--- src/design/cns_pkg.sv ---
`default_nettype none
package cns_pkg;

  // Fixed sample format of both channels, Q1.15
  localparam int SAMPLE_BITS = 16;
  localparam int STATE_BITS_DEF = 24;
  localparam int HOLD_BITS = 20;
  localparam int COEF_BITS = 18;
  localparam int CFG_INDEX_BITS = 3;
  localparam int CFG_DATA_BITS = 18;
  localparam int PINK_POLES = 6;
  localparam int PINK_TAPS = 7;

  typedef logic signed [COEF_BITS-1:0] cns_coef_t;

  // Pink filter poles and feeds, Q2.16
  localparam cns_coef_t POLE [PINK_POLES] = '{
    18'sd65461, 18'sd65098, 18'sd63504, 18'sd56787, 18'sd36045, -18'sd49912
  };
  localparam cns_coef_t FEED [PINK_POLES] = '{
    18'sd3638, 18'sd4920, 18'sd10083, 18'sd20348, 18'sd34928, -18'sd1107
  };
  localparam cns_coef_t K_DIRECT     = 18'sd35140;
  localparam cns_coef_t K_LAST       = 18'sd7597;
  localparam cns_coef_t K_PINK_OUT   = 18'sd11796;
  localparam cns_coef_t K_BROWN      = 18'sd1311;
  localparam cns_coef_t K_GREY_DAMP  = 18'sd26214;
  localparam cns_coef_t K_GREY_DEPTH = 18'sd49152;

  typedef enum logic [3:0] {
    COL_WHITE   = 4'd0,
    COL_PINK    = 4'd1,
    COL_BROWN   = 4'd2,
    COL_BLUE    = 4'd3,
    COL_VIOLET  = 4'd4,
    COL_GREY    = 4'd5,
    COL_BAND    = 4'd6,
    COL_WIND    = 4'd7,
    COL_DIGITAL = 4'd8
  } cns_colour_e;

  typedef enum logic [CFG_INDEX_BITS-1:0] {
    REG_COLOUR      = 3'd0,
    REG_BAND_COEF   = 3'd1,
    REG_BAND_DAMP   = 3'd2,
    REG_HOLD_RATE   = 3'd3,
    REG_HOLD_PERIOD = 3'd4,
    REG_GAIN_LEFT   = 3'd5,
    REG_GAIN_RIGHT  = 3'd6
  } cns_reg_e;

  typedef enum logic [1:0] {
    CORE_IDLE,
    CORE_RUN,
    CORE_FIN
  } cns_state_e;

  typedef struct packed {
    logic [3:0]  colour;
    logic [16:0] band_coef;
    logic [15:0] band_damp;
    logic [16:0] hold_rate;
    logic [17:0] hold_period;
    logic [15:0] gain_left;
    logic [15:0] gain_right;
  } cns_cfg_t;

  typedef struct packed {
    logic signed [SAMPLE_BITS-1:0] white_left;
    logic signed [SAMPLE_BITS-1:0] white_right;
    logic                          block_end;
  } cns_in_t;

  typedef struct packed {
    logic signed [SAMPLE_BITS-1:0] left_sample;
    logic signed [SAMPLE_BITS-1:0] right_sample;
    logic                          block_last;
  } cns_out_t;

  typedef struct packed {
    logic issue;
    logic start;
  } cns_mac_ctrl_t;

endpackage
`default_nettype wire

--- src/design/coloured_noise_shaper.sv ---
// Coloured noise shaper.
// Input channel (in_valid_i/in_ready_o/in_data_i) takes one beat holding a
// left and right white sample plus a block-end flag. Output channel
// (out_valid_o/out_ready_i/out_data_o) returns one beat per input beat with
// the shaped, gain-scaled, saturated samples and the echoed flag.
// Configuration beats (cfg_valid_i/cfg_ready_o, index and data) are always
// taken; write them only while no sample is in flight.
// Each sample pair runs through one shared multiply-accumulate unit, left
// channel then right, under a step sequencer whose step count depends on the
// colour. A new beat is taken only once the previous result has moved to
// the output register, so the shaper works on one beat at a time.
// The output register holds a result while the receiver stalls; a second
// finished result waits inside the shaper and blocks new input.
// Reset clears all filter state and loads register defaults.
`default_nettype none
module coloured_noise_shaper #(
  parameter int STATE_BITS = cns_pkg::STATE_BITS_DEF
) (
  input  wire logic                                 clk_i,
  input  wire logic                                 rst_ni,
  input  wire logic                                 in_valid_i,
  output logic                                      in_ready_o,
  input  wire cns_pkg::cns_in_t                     in_data_i,
  output logic                                      out_valid_o,
  input  wire logic                                 out_ready_i,
  output cns_pkg::cns_out_t                         out_data_o,
  input  wire logic                                 cfg_valid_i,
  output logic                                      cfg_ready_o,
  input  wire logic [cns_pkg::CFG_INDEX_BITS-1:0]   cfg_index_i,
  input  wire logic [cns_pkg::CFG_DATA_BITS-1:0]    cfg_data_i
);

  cns_pkg::cns_cfg_t cfg_q;
  cns_pkg::cns_out_t out_q, res;
  logic              out_valid_q;
  logic              core_idle, res_valid, res_take, in_fire;

  assign cfg_ready_o = 1'b1;
  assign in_ready_o  = core_idle;
  assign in_fire     = in_valid_i & in_ready_o;
  assign res_take    = res_valid & (~out_valid_q | out_ready_i);

  // Register writes, masked to register width
  always_ff @(posedge clk_i or negedge rst_ni) begin
    if (!rst_ni) begin
      cfg_q.colour      <= 4'd0;
      cfg_q.band_coef   <= 17'd0;
      cfg_q.band_damp   <= 16'd45875;
      cfg_q.hold_rate   <= 17'd1000;
      cfg_q.hold_period <= 18'd48000;
      cfg_q.gain_left   <= 16'd8192;
      cfg_q.gain_right  <= 16'd8192;
    end else if (cfg_valid_i) begin
      unique case (cfg_index_i)
        cns_pkg::REG_COLOUR:      cfg_q.colour      <= cfg_data_i[3:0];
        cns_pkg::REG_BAND_COEF:   cfg_q.band_coef   <= cfg_data_i[16:0];
        cns_pkg::REG_BAND_DAMP:   cfg_q.band_damp   <= cfg_data_i[15:0];
        cns_pkg::REG_HOLD_RATE:   cfg_q.hold_rate   <= cfg_data_i[16:0];
        cns_pkg::REG_HOLD_PERIOD: cfg_q.hold_period <= cfg_data_i[17:0];
        cns_pkg::REG_GAIN_LEFT:   cfg_q.gain_left   <= cfg_data_i[15:0];
        cns_pkg::REG_GAIN_RIGHT:  cfg_q.gain_right  <= cfg_data_i[15:0];
        default: ;
      endcase
    end
  end

  cns_core #(
    .STATE_BITS(STATE_BITS)
  ) u_core (
    .clk_i       (clk_i),
    .rst_ni      (rst_ni),
    .cfg_i       (cfg_q),
    .start_i     (in_fire),
    .in_i        (in_data_i),
    .idle_o      (core_idle),
    .res_valid_o (res_valid),
    .res_take_i  (res_take),
    .res_o       (res)
  );

  // Output register: load a finished beat, drop it once taken
  always_ff @(posedge clk_i or negedge rst_ni) begin
    if (!rst_ni) begin
      out_valid_q <= 1'b0;
    end else if (res_take) begin
      out_valid_q <= 1'b1;
    end else if (out_ready_i) begin
      out_valid_q <= 1'b0;
    end
  end

  always_ff @(posedge clk_i) begin
    if (res_take) begin
      out_q <= res;
    end
  end

  assign out_valid_o = out_valid_q;
  assign out_data_o  = out_q;

  a_busy_after_accept: assert property (@(posedge clk_i) disable iff (!rst_ni)
    in_fire |=> !in_ready_o)
    else $error("shaper took a beat while busy");

  a_no_accept_with_pending: assert property (@(posedge clk_i) disable iff (!rst_ni)
    res_valid |-> !in_ready_o)
    else $error("input ready while a result is pending");

  a_take_fills_output: assert property (@(posedge clk_i) disable iff (!rst_ni)
    res_take |=> out_valid_o)
    else $error("taken result missing from output register");

  a_take_frees_core: assert property (@(posedge clk_i) disable iff (!rst_ni)
    res_take |=> in_ready_o)
    else $error("shaper not idle after handing over result");

endmodule
`default_nettype wire

--- src/design/cns_mac.sv ---
`default_nettype none
// Shared multiply-accumulate unit: one product per cycle, registered,
// then summed into the accumulator. Rounded views of the accumulator.
module cns_mac #(
  parameter int A_BITS   = 27,
  parameter int ACC_BITS = 47
) (
  input  wire logic                              clk_i,
  input  wire logic                              rst_ni,
  input  wire cns_pkg::cns_mac_ctrl_t            ctrl_i,
  input  wire logic signed [A_BITS-1:0]          a_i,
  input  wire logic signed [cns_pkg::COEF_BITS-1:0] b_i,
  output logic signed [ACC_BITS-1:0]             r16_o,
  output logic signed [ACC_BITS-1:0]             r13_o
);

  localparam int P_BITS = A_BITS + cns_pkg::COEF_BITS;

  logic signed [P_BITS-1:0]   prod_d, prod_q;
  logic signed [ACC_BITS-1:0] acc_q;
  logic                       issue_q, start_q;

  assign prod_d = a_i * b_i;

  // Track which products feed the accumulator
  always_ff @(posedge clk_i or negedge rst_ni) begin
    if (!rst_ni) begin
      issue_q <= 1'b0;
      start_q <= 1'b0;
    end else begin
      issue_q <= ctrl_i.issue;
      start_q <= ctrl_i.start;
    end
  end

  // Register product, then accumulate or restart
  always_ff @(posedge clk_i) begin
    prod_q <= prod_d;
    if (issue_q) begin
      if (start_q) begin
        acc_q <= ACC_BITS'(prod_q);
      end else begin
        acc_q <= acc_q + ACC_BITS'(prod_q);
      end
    end
  end

  // Round half up: floor of value plus half an LSB
  assign r16_o = (acc_q + (ACC_BITS'(1) <<< 15)) >>> 16;
  assign r13_o = (acc_q + (ACC_BITS'(1) <<< 12)) >>> 13;

endmodule
`default_nettype wire

--- src/design/cns_core.sv ---
`default_nettype none
// Per-channel shaping sequencer: walks the steps of the selected colour,
// drives the shared MAC and writes back filter state.
module cns_core #(
  parameter int STATE_BITS = cns_pkg::STATE_BITS_DEF
) (
  input  wire logic              clk_i,
  input  wire logic              rst_ni,
  input  wire cns_pkg::cns_cfg_t cfg_i,
  input  wire logic              start_i,
  input  wire cns_pkg::cns_in_t  in_i,
  output logic                   idle_o,
  output logic                   res_valid_o,
  input  wire logic              res_take_i,
  output cns_pkg::cns_out_t      res_o
);

  localparam int SB   = cns_pkg::SAMPLE_BITS;
  localparam int ST   = STATE_BITS;
  localparam int PB   = SB + 2;
  localparam int HB   = cns_pkg::HOLD_BITS;
  localparam int AW   = ((ST > SB) ? ST : SB) + 3;
  localparam int ACCW = AW + 20;

  function automatic logic signed [ACCW-1:0] clip(input logic signed [ACCW-1:0] v,
                                                  input int bits);
    logic signed [ACCW-1:0] hi;
    logic signed [ACCW-1:0] lo;
    hi = (ACCW'(1) <<< (bits - 1)) - ACCW'(1);
    lo = ~hi;
    if (v > hi) return hi;
    if (v < lo) return lo;
    return v;
  endfunction

  cns_pkg::cns_state_e state_q, state_d;
  logic [4:0] step_q, step_d;
  logic       ch_q, ch_d;

  cns_pkg::cns_in_t win_q;
  logic signed [ST-1:0] taps_q  [2][cns_pkg::PINK_TAPS];
  logic signed [SB:0]   brown_q [2];
  logic signed [PB-1:0] prev_q  [2];
  logic signed [ST-1:0] i1_q    [2];
  logic signed [ST-1:0] i2_q    [2];
  logic signed [HB-1:0] cd_q    [2];
  logic signed [SB-1:0] held_q  [2];
  logic signed [AW-1:0] psum_q;
  logic signed [ST-1:0] hp_q;
  logic signed [AW-1:0] v_q;
  logic signed [SB-1:0] res_q   [2];

  cns_pkg::cns_colour_e   cls;
  logic [4:0]             vs;
  cns_pkg::cns_mac_ctrl_t mac_ctrl;
  logic signed [AW-1:0]   mac_a;
  cns_pkg::cns_coef_t     mac_b;
  cns_pkg::cns_coef_t     damp;
  logic signed [ACCW-1:0] r16, r13;

  logic signed [SB-1:0]   w;
  logic signed [ACCW-1:0] t_tap, t_brown, t_cds, t_cda, t_i2, t_hp, t_i1, t_p, t_out;
  logic signed [ST-1:0]   tap_n, i2_n, hp_n, i1_n;
  logic signed [SB:0]     brown_n;
  logic signed [HB-1:0]   cds_n, cda_n;
  logic signed [PB-1:0]   p_n;
  logic signed [SB-1:0]   out_n;
  logic signed [AW-1:0]   r16_a;
  logic [4:0]             s3;
  logic [2:0]             kw;

  assign w  = ch_q ? win_q.white_right : win_q.white_left;
  assign s3 = step_q - 5'd3;
  assign kw = s3[3:1];

  // Map the colour register; unused codes act as digital
  always_comb begin
    unique case (cfg_i.colour)
      cns_pkg::COL_WHITE:  cls = cns_pkg::COL_WHITE;
      cns_pkg::COL_PINK:   cls = cns_pkg::COL_PINK;
      cns_pkg::COL_BROWN:  cls = cns_pkg::COL_BROWN;
      cns_pkg::COL_BLUE:   cls = cns_pkg::COL_BLUE;
      cns_pkg::COL_VIOLET: cls = cns_pkg::COL_VIOLET;
      cns_pkg::COL_GREY:   cls = cns_pkg::COL_GREY;
      cns_pkg::COL_BAND:   cls = cns_pkg::COL_BAND;
      cns_pkg::COL_WIND:   cls = cns_pkg::COL_WIND;
      default:             cls = cns_pkg::COL_DIGITAL;
    endcase
  end

  // Step at which the shaped value is ready
  always_comb begin
    case (cls) inside
      cns_pkg::COL_PINK, cns_pkg::COL_BLUE:                   vs = 5'd17;
      cns_pkg::COL_BROWN:                                     vs = 5'd2;
      cns_pkg::COL_GREY:                                      vs = 5'd9;
      cns_pkg::COL_BAND, cns_pkg::COL_WIND:                   vs = 5'd6;
      default:                                                vs = 5'd0;
    endcase
  end

  assign damp = (cls == cns_pkg::COL_GREY) ? cns_pkg::K_GREY_DAMP
                                           : cns_pkg::cns_coef_t'({2'b00, cfg_i.band_damp});

  // Operand selection for the shared MAC
  always_comb begin
    mac_ctrl = '0;
    mac_a    = '0;
    mac_b    = '0;
    if (state_q == cns_pkg::CORE_RUN) begin
      case (cls) inside
        cns_pkg::COL_PINK, cns_pkg::COL_BLUE: begin
          if (step_q < 5'd12) begin
            mac_ctrl.issue = 1'b1;
            if (!step_q[0]) begin
              mac_ctrl.start = 1'b1;
              mac_a = AW'(taps_q[ch_q][step_q[3:1]]);
              mac_b = cns_pkg::POLE[step_q[3:1]];
            end else begin
              mac_a = AW'(w);
              mac_b = cns_pkg::FEED[step_q[3:1]];
            end
          end else if (step_q == 5'd12) begin
            mac_ctrl = '{issue: 1'b1, start: 1'b1};
            mac_a = AW'(w);
            mac_b = cns_pkg::K_DIRECT;
          end else if (step_q == 5'd13) begin
            mac_ctrl = '{issue: 1'b1, start: 1'b1};
            mac_a = AW'(w);
            mac_b = cns_pkg::K_LAST;
          end else if (step_q == 5'd15) begin
            mac_ctrl = '{issue: 1'b1, start: 1'b1};
            mac_a = psum_q;
            mac_b = cns_pkg::K_PINK_OUT;
          end
        end
        cns_pkg::COL_BROWN: begin
          if (step_q == 5'd0) begin
            mac_ctrl = '{issue: 1'b1, start: 1'b1};
            mac_a = AW'(w);
            mac_b = cns_pkg::K_BROWN;
          end
        end
        cns_pkg::COL_GREY, cns_pkg::COL_BAND, cns_pkg::COL_WIND: begin
          if (step_q == 5'd0) begin
            mac_ctrl = '{issue: 1'b1, start: 1'b1};
            mac_a = AW'(i1_q[ch_q]);
            mac_b = cns_pkg::cns_coef_t'({1'b0, cfg_i.band_coef});
          end else if (step_q == 5'd1) begin
            mac_ctrl = '{issue: 1'b1, start: 1'b1};
            mac_a = AW'(i1_q[ch_q]);
            mac_b = damp;
          end else if (step_q == 5'd4) begin
            mac_ctrl = '{issue: 1'b1, start: 1'b1};
            mac_a = AW'(hp_q);
            mac_b = cns_pkg::cns_coef_t'({1'b0, cfg_i.band_coef});
          end else if (step_q == 5'd7 && cls == cns_pkg::COL_GREY) begin
            mac_ctrl = '{issue: 1'b1, start: 1'b1};
            mac_a = AW'(i1_q[ch_q]);
            mac_b = cns_pkg::K_GREY_DEPTH;
          end
        end
        default: ;
      endcase
      // Channel gain
      if (step_q == vs + 5'd1) begin
        mac_ctrl = '{issue: 1'b1, start: 1'b1};
        mac_a = v_q;
        mac_b = ch_q ? cns_pkg::cns_coef_t'({2'b00, cfg_i.gain_right})
                     : cns_pkg::cns_coef_t'({2'b00, cfg_i.gain_left});
      end
    end
  end

  cns_mac #(
    .A_BITS  (AW),
    .ACC_BITS(ACCW)
  ) u_mac (
    .clk_i  (clk_i),
    .rst_ni (rst_ni),
    .ctrl_i (mac_ctrl),
    .a_i    (mac_a),
    .b_i    (mac_b),
    .r16_o  (r16),
    .r13_o  (r13)
  );

  // Write-back values, saturated to their stores
  always_comb begin
    r16_a   = $signed(r16[AW-1:0]);
    t_tap   = clip(r16, ST);
    tap_n   = $signed(t_tap[ST-1:0]);
    t_brown = ACCW'(brown_q[ch_q]) + r16;
    if (t_brown > (ACCW'(1) <<< (SB - 1))) begin
      t_brown = ACCW'(1) <<< (SB - 1);
    end else if (t_brown < -(ACCW'(1) <<< (SB - 1))) begin
      t_brown = -(ACCW'(1) <<< (SB - 1));
    end
    brown_n = $signed(t_brown[SB:0]);
    t_cds   = clip(ACCW'(cd_q[ch_q]) - ACCW'($signed({1'b0, cfg_i.hold_rate})), HB);
    cds_n   = $signed(t_cds[HB-1:0]);
    t_cda   = clip(t_cds + ACCW'($signed({1'b0, cfg_i.hold_period})), HB);
    cda_n   = $signed(t_cda[HB-1:0]);
    t_i2    = clip(ACCW'(i2_q[ch_q]) + r16, ST);
    i2_n    = $signed(t_i2[ST-1:0]);
    t_hp    = clip(ACCW'(w) - ACCW'(i2_q[ch_q]) - r16, ST);
    hp_n    = $signed(t_hp[ST-1:0]);
    t_i1    = clip(ACCW'(i1_q[ch_q]) + r16, ST);
    i1_n    = $signed(t_i1[ST-1:0]);
    t_p     = clip(r16, PB);
    p_n     = $signed(t_p[PB-1:0]);
    t_out   = clip(r13, SB);
    out_n   = $signed(t_out[SB-1:0]);
  end

  // Sequencer: left channel, then right, then hand over the result
  always_comb begin
    state_d = state_q;
    step_d  = step_q;
    ch_d    = ch_q;
    unique case (state_q)
      cns_pkg::CORE_IDLE: begin
        if (start_i) begin
          state_d = cns_pkg::CORE_RUN;
          step_d  = '0;
          ch_d    = 1'b0;
        end
      end
      cns_pkg::CORE_RUN: begin
        if (step_q == vs + 5'd3) begin
          step_d = '0;
          if (!ch_q) begin
            ch_d = 1'b1;
          end else begin
            state_d = cns_pkg::CORE_FIN;
          end
        end else begin
          step_d = step_q + 5'd1;
        end
      end
      cns_pkg::CORE_FIN: begin
        if (res_take_i) begin
          state_d = cns_pkg::CORE_IDLE;
        end
      end
      default: state_d = cns_pkg::CORE_IDLE;
    endcase
  end

  always_ff @(posedge clk_i or negedge rst_ni) begin
    if (!rst_ni) begin
      state_q <= cns_pkg::CORE_IDLE;
      step_q  <= '0;
      ch_q    <= 1'b0;
    end else begin
      state_q <= state_d;
      step_q  <= step_d;
      ch_q    <= ch_d;
    end
  end

  // Latch the input beat
  always_ff @(posedge clk_i) begin
    if (start_i) begin
      win_q <= in_i;
    end
  end

  // Filter state write-back
  always_ff @(posedge clk_i or negedge rst_ni) begin
    if (!rst_ni) begin
      for (int c = 0; c < 2; c++) begin
        for (int k = 0; k < cns_pkg::PINK_TAPS; k++) begin
          taps_q[c][k] <= '0;
        end
        brown_q[c] <= '0;
        prev_q[c]  <= '0;
        i1_q[c]    <= '0;
        i2_q[c]    <= '0;
        cd_q[c]    <= '0;
        held_q[c]  <= '0;
      end
    end else if (state_q == cns_pkg::CORE_RUN) begin
      case (cls) inside
        cns_pkg::COL_PINK, cns_pkg::COL_BLUE: begin
          if (step_q[0] && step_q >= 5'd3 && step_q <= 5'd13) begin
            taps_q[ch_q][kw] <= tap_n;
          end
          if (step_q == 5'd15) begin
            taps_q[ch_q][cns_pkg::PINK_TAPS-1] <= tap_n;
          end
          if (step_q == 5'd17 && cls == cns_pkg::COL_BLUE) begin
            prev_q[ch_q] <= p_n;
          end
        end
        cns_pkg::COL_BROWN: begin
          if (step_q == 5'd2) begin
            brown_q[ch_q] <= brown_n;
          end
        end
        cns_pkg::COL_VIOLET: begin
          if (step_q == 5'd0) begin
            prev_q[ch_q] <= PB'(w);
          end
        end
        cns_pkg::COL_GREY, cns_pkg::COL_BAND, cns_pkg::COL_WIND: begin
          if (step_q == 5'd2) begin
            i2_q[ch_q] <= i2_n;
          end
          if (step_q == 5'd6) begin
            i1_q[ch_q] <= i1_n;
          end
        end
        cns_pkg::COL_DIGITAL: begin
          if (step_q == 5'd0) begin
            if (cds_n <= 0) begin
              cd_q[ch_q]   <= cda_n;
              held_q[ch_q] <= w;
            end else begin
              cd_q[ch_q] <= cds_n;
            end
          end
        end
        default: ;
      endcase
    end
  end

  // Working values: pink sum, high pass, shaped value, channel result
  always_ff @(posedge clk_i) begin
    if (state_q == cns_pkg::CORE_RUN) begin
      case (cls) inside
        cns_pkg::COL_PINK, cns_pkg::COL_BLUE: begin
          if (step_q == 5'd0) begin
            psum_q <= AW'(taps_q[ch_q][cns_pkg::PINK_TAPS-1]);
          end else if (step_q[0] && step_q >= 5'd3 && step_q <= 5'd13) begin
            psum_q <= psum_q + AW'(tap_n);
          end else if (step_q == 5'd14) begin
            psum_q <= psum_q + r16_a;
          end
          if (step_q == 5'd17) begin
            if (cls == cns_pkg::COL_BLUE) begin
              v_q <= AW'(p_n) - AW'(prev_q[ch_q]);
            end else begin
              v_q <= AW'(p_n);
            end
          end
        end
        cns_pkg::COL_BROWN: begin
          if (step_q == 5'd2) begin
            v_q <= AW'(brown_n);
          end
        end
        cns_pkg::COL_WHITE: begin
          if (step_q == 5'd0) begin
            v_q <= AW'(w);
          end
        end
        cns_pkg::COL_VIOLET: begin
          if (step_q == 5'd0) begin
            v_q <= AW'(w) - AW'(prev_q[ch_q]);
          end
        end
        cns_pkg::COL_GREY, cns_pkg::COL_BAND, cns_pkg::COL_WIND: begin
          if (step_q == 5'd3) begin
            hp_q <= hp_n;
          end
          if (step_q == 5'd6) begin
            v_q <= AW'(i1_n);
          end
          if (step_q == 5'd9 && cls == cns_pkg::COL_GREY) begin
            v_q <= AW'(w) - r16_a;
          end
        end
        default: begin
          if (step_q == 5'd0) begin
            v_q <= (cds_n <= 0) ? AW'(w) : AW'(held_q[ch_q]);
          end
        end
      endcase
      if (step_q == vs + 5'd3) begin
        res_q[ch_q] <= out_n;
      end
    end
  end

  assign idle_o      = (state_q == cns_pkg::CORE_IDLE);
  assign res_valid_o = (state_q == cns_pkg::CORE_FIN);
  assign res_o       = '{left_sample:  res_q[0],
                         right_sample: res_q[1],
                         block_last:   win_q.block_end};

endmodule
`default_nettype wire
--- config.mk ---
export PLATFORM = sky130hd
export DESIGN_NAME = coloured_noise_shaper
export DESIGN_NICKNAME = d
export VERILOG_FILES = /design/src/design/cns_pkg.sv /design/src/design/coloured_noise_shaper.sv /design/src/design/cns_mac.sv /design/src/design/cns_core.sv
export SDC_FILE = /design/constraint.sdc
export NUM_CORES = 2
export LEC_CHECK = 0
export BUFFER_PORTS_ARGS = -buffer_cell sky130_fd_sc_hd__buf_2
export CAP_MARGIN = 0
export CORE_AREA = 2 2 437 439
export CTS_CLUSTER_SIZE = 14
export DETAILED_ROUTE_END_ITERATION = 10
export DIE_AREA = 0 0 439 441
export GPL_ROUTABILITY_DRIVEN = 0
export REMOVE_ABC_BUFFERS = 1
export SYNTH_ARGS = -nofsm -noshare
export SYNTH_HDL_FRONTEND = slang
export SYNTH_HIERARCHICAL = 1
export SYNTH_SLANG_ARGS = --single-unit
--- constraint.sdc ---
create_clock -name clk_i -period 15.3 [get_ports clk_i]
set_input_delay 3.06 -clock clk_i [delete_from_list [all_inputs] [get_ports clk_i]]
set_output_delay 3.06 -clock clk_i [all_outputs]
set_load 0.05 [all_outputs]
==> impl_metrics.json <==
{
  "ys_types": 123,
  "first_global_vias": 69300,
  "nFillCells": 17800,
  "post_cts_resized": 0,
  "arrival_ns": 11.66,
  "synth_area_per_cell_um2": 8.99,
  "placeableCoreArea_um2": 189000,
  "slew_headroom_pct": 9.64,
  "netlist_area_um2": 84600,
  "tightest_slew_ns": 1.36,
  "avgViaCountPerCell": 6.03,
  "crit_path_frequent_cell": "fa_1",
  "clk_latency_ns": 0.80,
  "vias": 71600,
  "wl_um": 283000,
  "status": "finished clean",
  "ys_async_sr_fraction_pct": 72.0,
  "period_share_pct": 71.7,
  "hpwlAfterDp_um": 209000,
  "netlist.area_leader.share_pct": 19.7,
  "start_kind": "flop",
  "area_delta_synth_final_pct": 8.58,
  "die_area_um2": 194000,
  "initial_core_util_pct": 44.7,
  "timing.hold.ws_ns": 0.416,
  "cts_root_buf": "clkbuf_16",
  "cp.required_ns": 15.98,
  "grt_antenna_before_repair": 15,
  "cts_buffers": 108,
  "place_inst": 11700,
  "grt_max_degree": 197,
  "clock_path_buffers": 3,
  "first_iter_violations": 7957,
  "wl_per_cell_um": 23.9,
  "die_x_um": 439,
  "grt_use_total_pct": 28.9,
  "die_height_um": 441,
  "pin_count": 95,
  "synth_seq_cells": 957,
  "cp_slowest_cell": "nor2_1",
  "synthFlopType": "dfrtp_1",
  "rsz0062_at_grt": "false",
  "cts_setup_buffers": 0,
  "cp-end-kind": "flop",
  "grt_overflow": 0,
  "setup_violations": 0,
  "netlist_instances": 9412,
  "hp-class": "reg2reg",
  "drv_slew": 0,
  "nets": 10400,
  "cts_hold_buf": 0,
  "fin_util_pct": 48.5,
  "drc": 0,
  "grt_pass1_wl_um": 431000,
  "clock-sinks": 957,
  "path_clk_slew_ns": 0.06,
  "critical_path.max_stage_delay_ns": 0.90,
  "antenna_left": 0,
  "min_period_ns": 10.98,
  "std_cell_rows": 160,
  "place.port_buffers": 93,
  "critical_path.max_fanout": 32,
  "synthTopCellsByArea": "dfrtp_1 (20%), fa_1 (13%), edfxtp_1 (7.9%)",
  "placed_area_um2": 88000,
  "final_area_um2": 91800,
  "skew_ns": 0.0923,
  "synth_edf_count": 223,
  "cap_violations": 0,
  "max_freq_mhz": 91.1,
  "htree_levels": 3,
  "yosysSeqAreaShare_pct": 29.4,
  "fin_cells": 11900,
  "drive_above_1_share_pct": 10.3,
  "crit_type": "reg2reg",
  "firstDrtPassIters": 9,
  "cts_tree": "done",
  "yosysTopAreaCell": "dfrtp_1",
  "hold_violations": 0,
  "yosys_warnings": 6
}
-- cell usage in the layout, fill, tap and decap left out, drive strengths merged, types with 67 or more instances in the layout --
cell	netlist	layout
buf	97	284
dfrtp	665	665
o21a	86	86
a21oi	821	821
xnor2	233	233
nor2	683	683
xor2	143	143
nand3	152	152
nor3	117	117
mux2	224	224
o21bai	69	69
a211oi	103	103
fa	529	529
clkbuf	448	153
o31ai	70	70
nand2b	67	67
mux2i	140	140
edfxtp	223	223
o21ai	697	697
nand4	83	83
and2	229	229
a21o	168	168
inv	796	803
ha	530	530
nand2	1085	1085
mux4	73	73
-- synth_stat cells (all sizes together), types with 152 or more instances --
library cell / n
nand2: 1085
a21oi: 821
inv: 796
o21ai: 697
nor2: 683
dfrtp: 665
ha: 530
fa: 529
clkbuf: 448
xnor2: 233
and2: 229
mux2: 224
edfxtp: 223
a21o: 168
nand3: 152
-- layout make-up --
type | instances | area, µm² | share of cell area (%)
multi-input cells | 7112 | 55000 | 59.9
flip-flops and latches | 957 | 24900 | 27.1
clock buffers | 153 | 3160 | 3.44
well taps | 2511 | 3140 | 3.42
inverters | 798 | 3000 | 3.26
repair buffers | 284 | 1970 | 2.15
clock inverters | 51 | 649 | 0.707
diodes | 4 | 10.0 | 0.0109
-- logic make-up (layout without fill, tap and decap cells) --
kind of cell	count (synthesis)	count (layout)	synth area share, %
simple gates	2736	2736	15.0
compound gates	2503	2503	18.4
flops	957	957	29.4
mux	437	437	6.75
other cells	1	5	0.00443
xor+xnor	376	376	3.89
fa+ha+maj	1059	1059	20.4
buf+inv	1343	1286	6.20
-- flip-flops by register name, summed over array words and instances (netlist names), 33 cells and up, named ones only --
register,count
u_core/taps_q,290
cfg_q,104
u_core/i1_q,48
u_core/i2_q,48
u_core/u_mac/acc_q,47
u_core/u_mac/prod_q,45
u_core/cd_q,40
u_core/prev_q,36
u_core/brown_q,34
out_data_o,33
-- per-stage QoR --
stage          worst slack, ns  TNS, ns
3_3_place_gp              4.75        0
3_5_place_dp              4.53        0
5_1_grt                   3.95        0
2_1_floorplan            -3.57  -327.64
6_report                  4.32        0
4_1_cts                   4.49        0
-- worst max-delay path, delay by kind of cell, from the launching register on --
kind / cells / cell delay, ns
AOI/OAI and AO/OA: 8 / 2.48
adders and majority gates: 8 / 3.78
and+or+nand+nor: 6 / 2.32
buffers and inverters: 7 / 1.38
DFF: 1 / 0.71
xor gates and xnor gates: 1 / 0.15
-- metal layers --
| metal | GRT usage (%) | routed length [µm] | share of wire, % |
|---|---|---|---|
| met5 | 0.149 | 41 | 0.014 |
| met4 | 10.7 | 12200 | 4.3 |
| met3 | 5.65 | 26600 | 9.4 |
| met2 | 43.7 | 122000 | 43 |
| met1 | 41.0 | 122000 | 43 |
-- worst paths after layout --
check                                        startpoint                               to  slack, ns  cells after the start
setup / recovery           u_core/step_q[1]$_DFFE_PN0P_  u_core/u_mac/prod_q[38]$_DFF_P_       4.32                     30
hold / removal             u_core/res_q[0][8]$_DFFE_PP_         out_data_o[25]$_DFFE_PP_       0.42                      0
setup reg to reg           u_core/step_q[1]$_DFFE_PN0P_  u_core/u_mac/prod_q[38]$_DFF_P_       4.32                     30
hold reg to reg            u_core/res_q[0][8]$_DFFE_PP_         out_data_o[25]$_DFFE_PP_       0.42                      0
max in group asynchronous                        rst_ni   u_core/taps_q[283]$_DFFE_PN0P_       9.97                      4
min in group asynchronous                        rst_ni          out_valid_o$_DFFE_PN0P_       2.38                      1
Power is left out: the tool's default activity adds up to more than one toggle a clock period on the data nets, which glitch-free logic cannot reach.
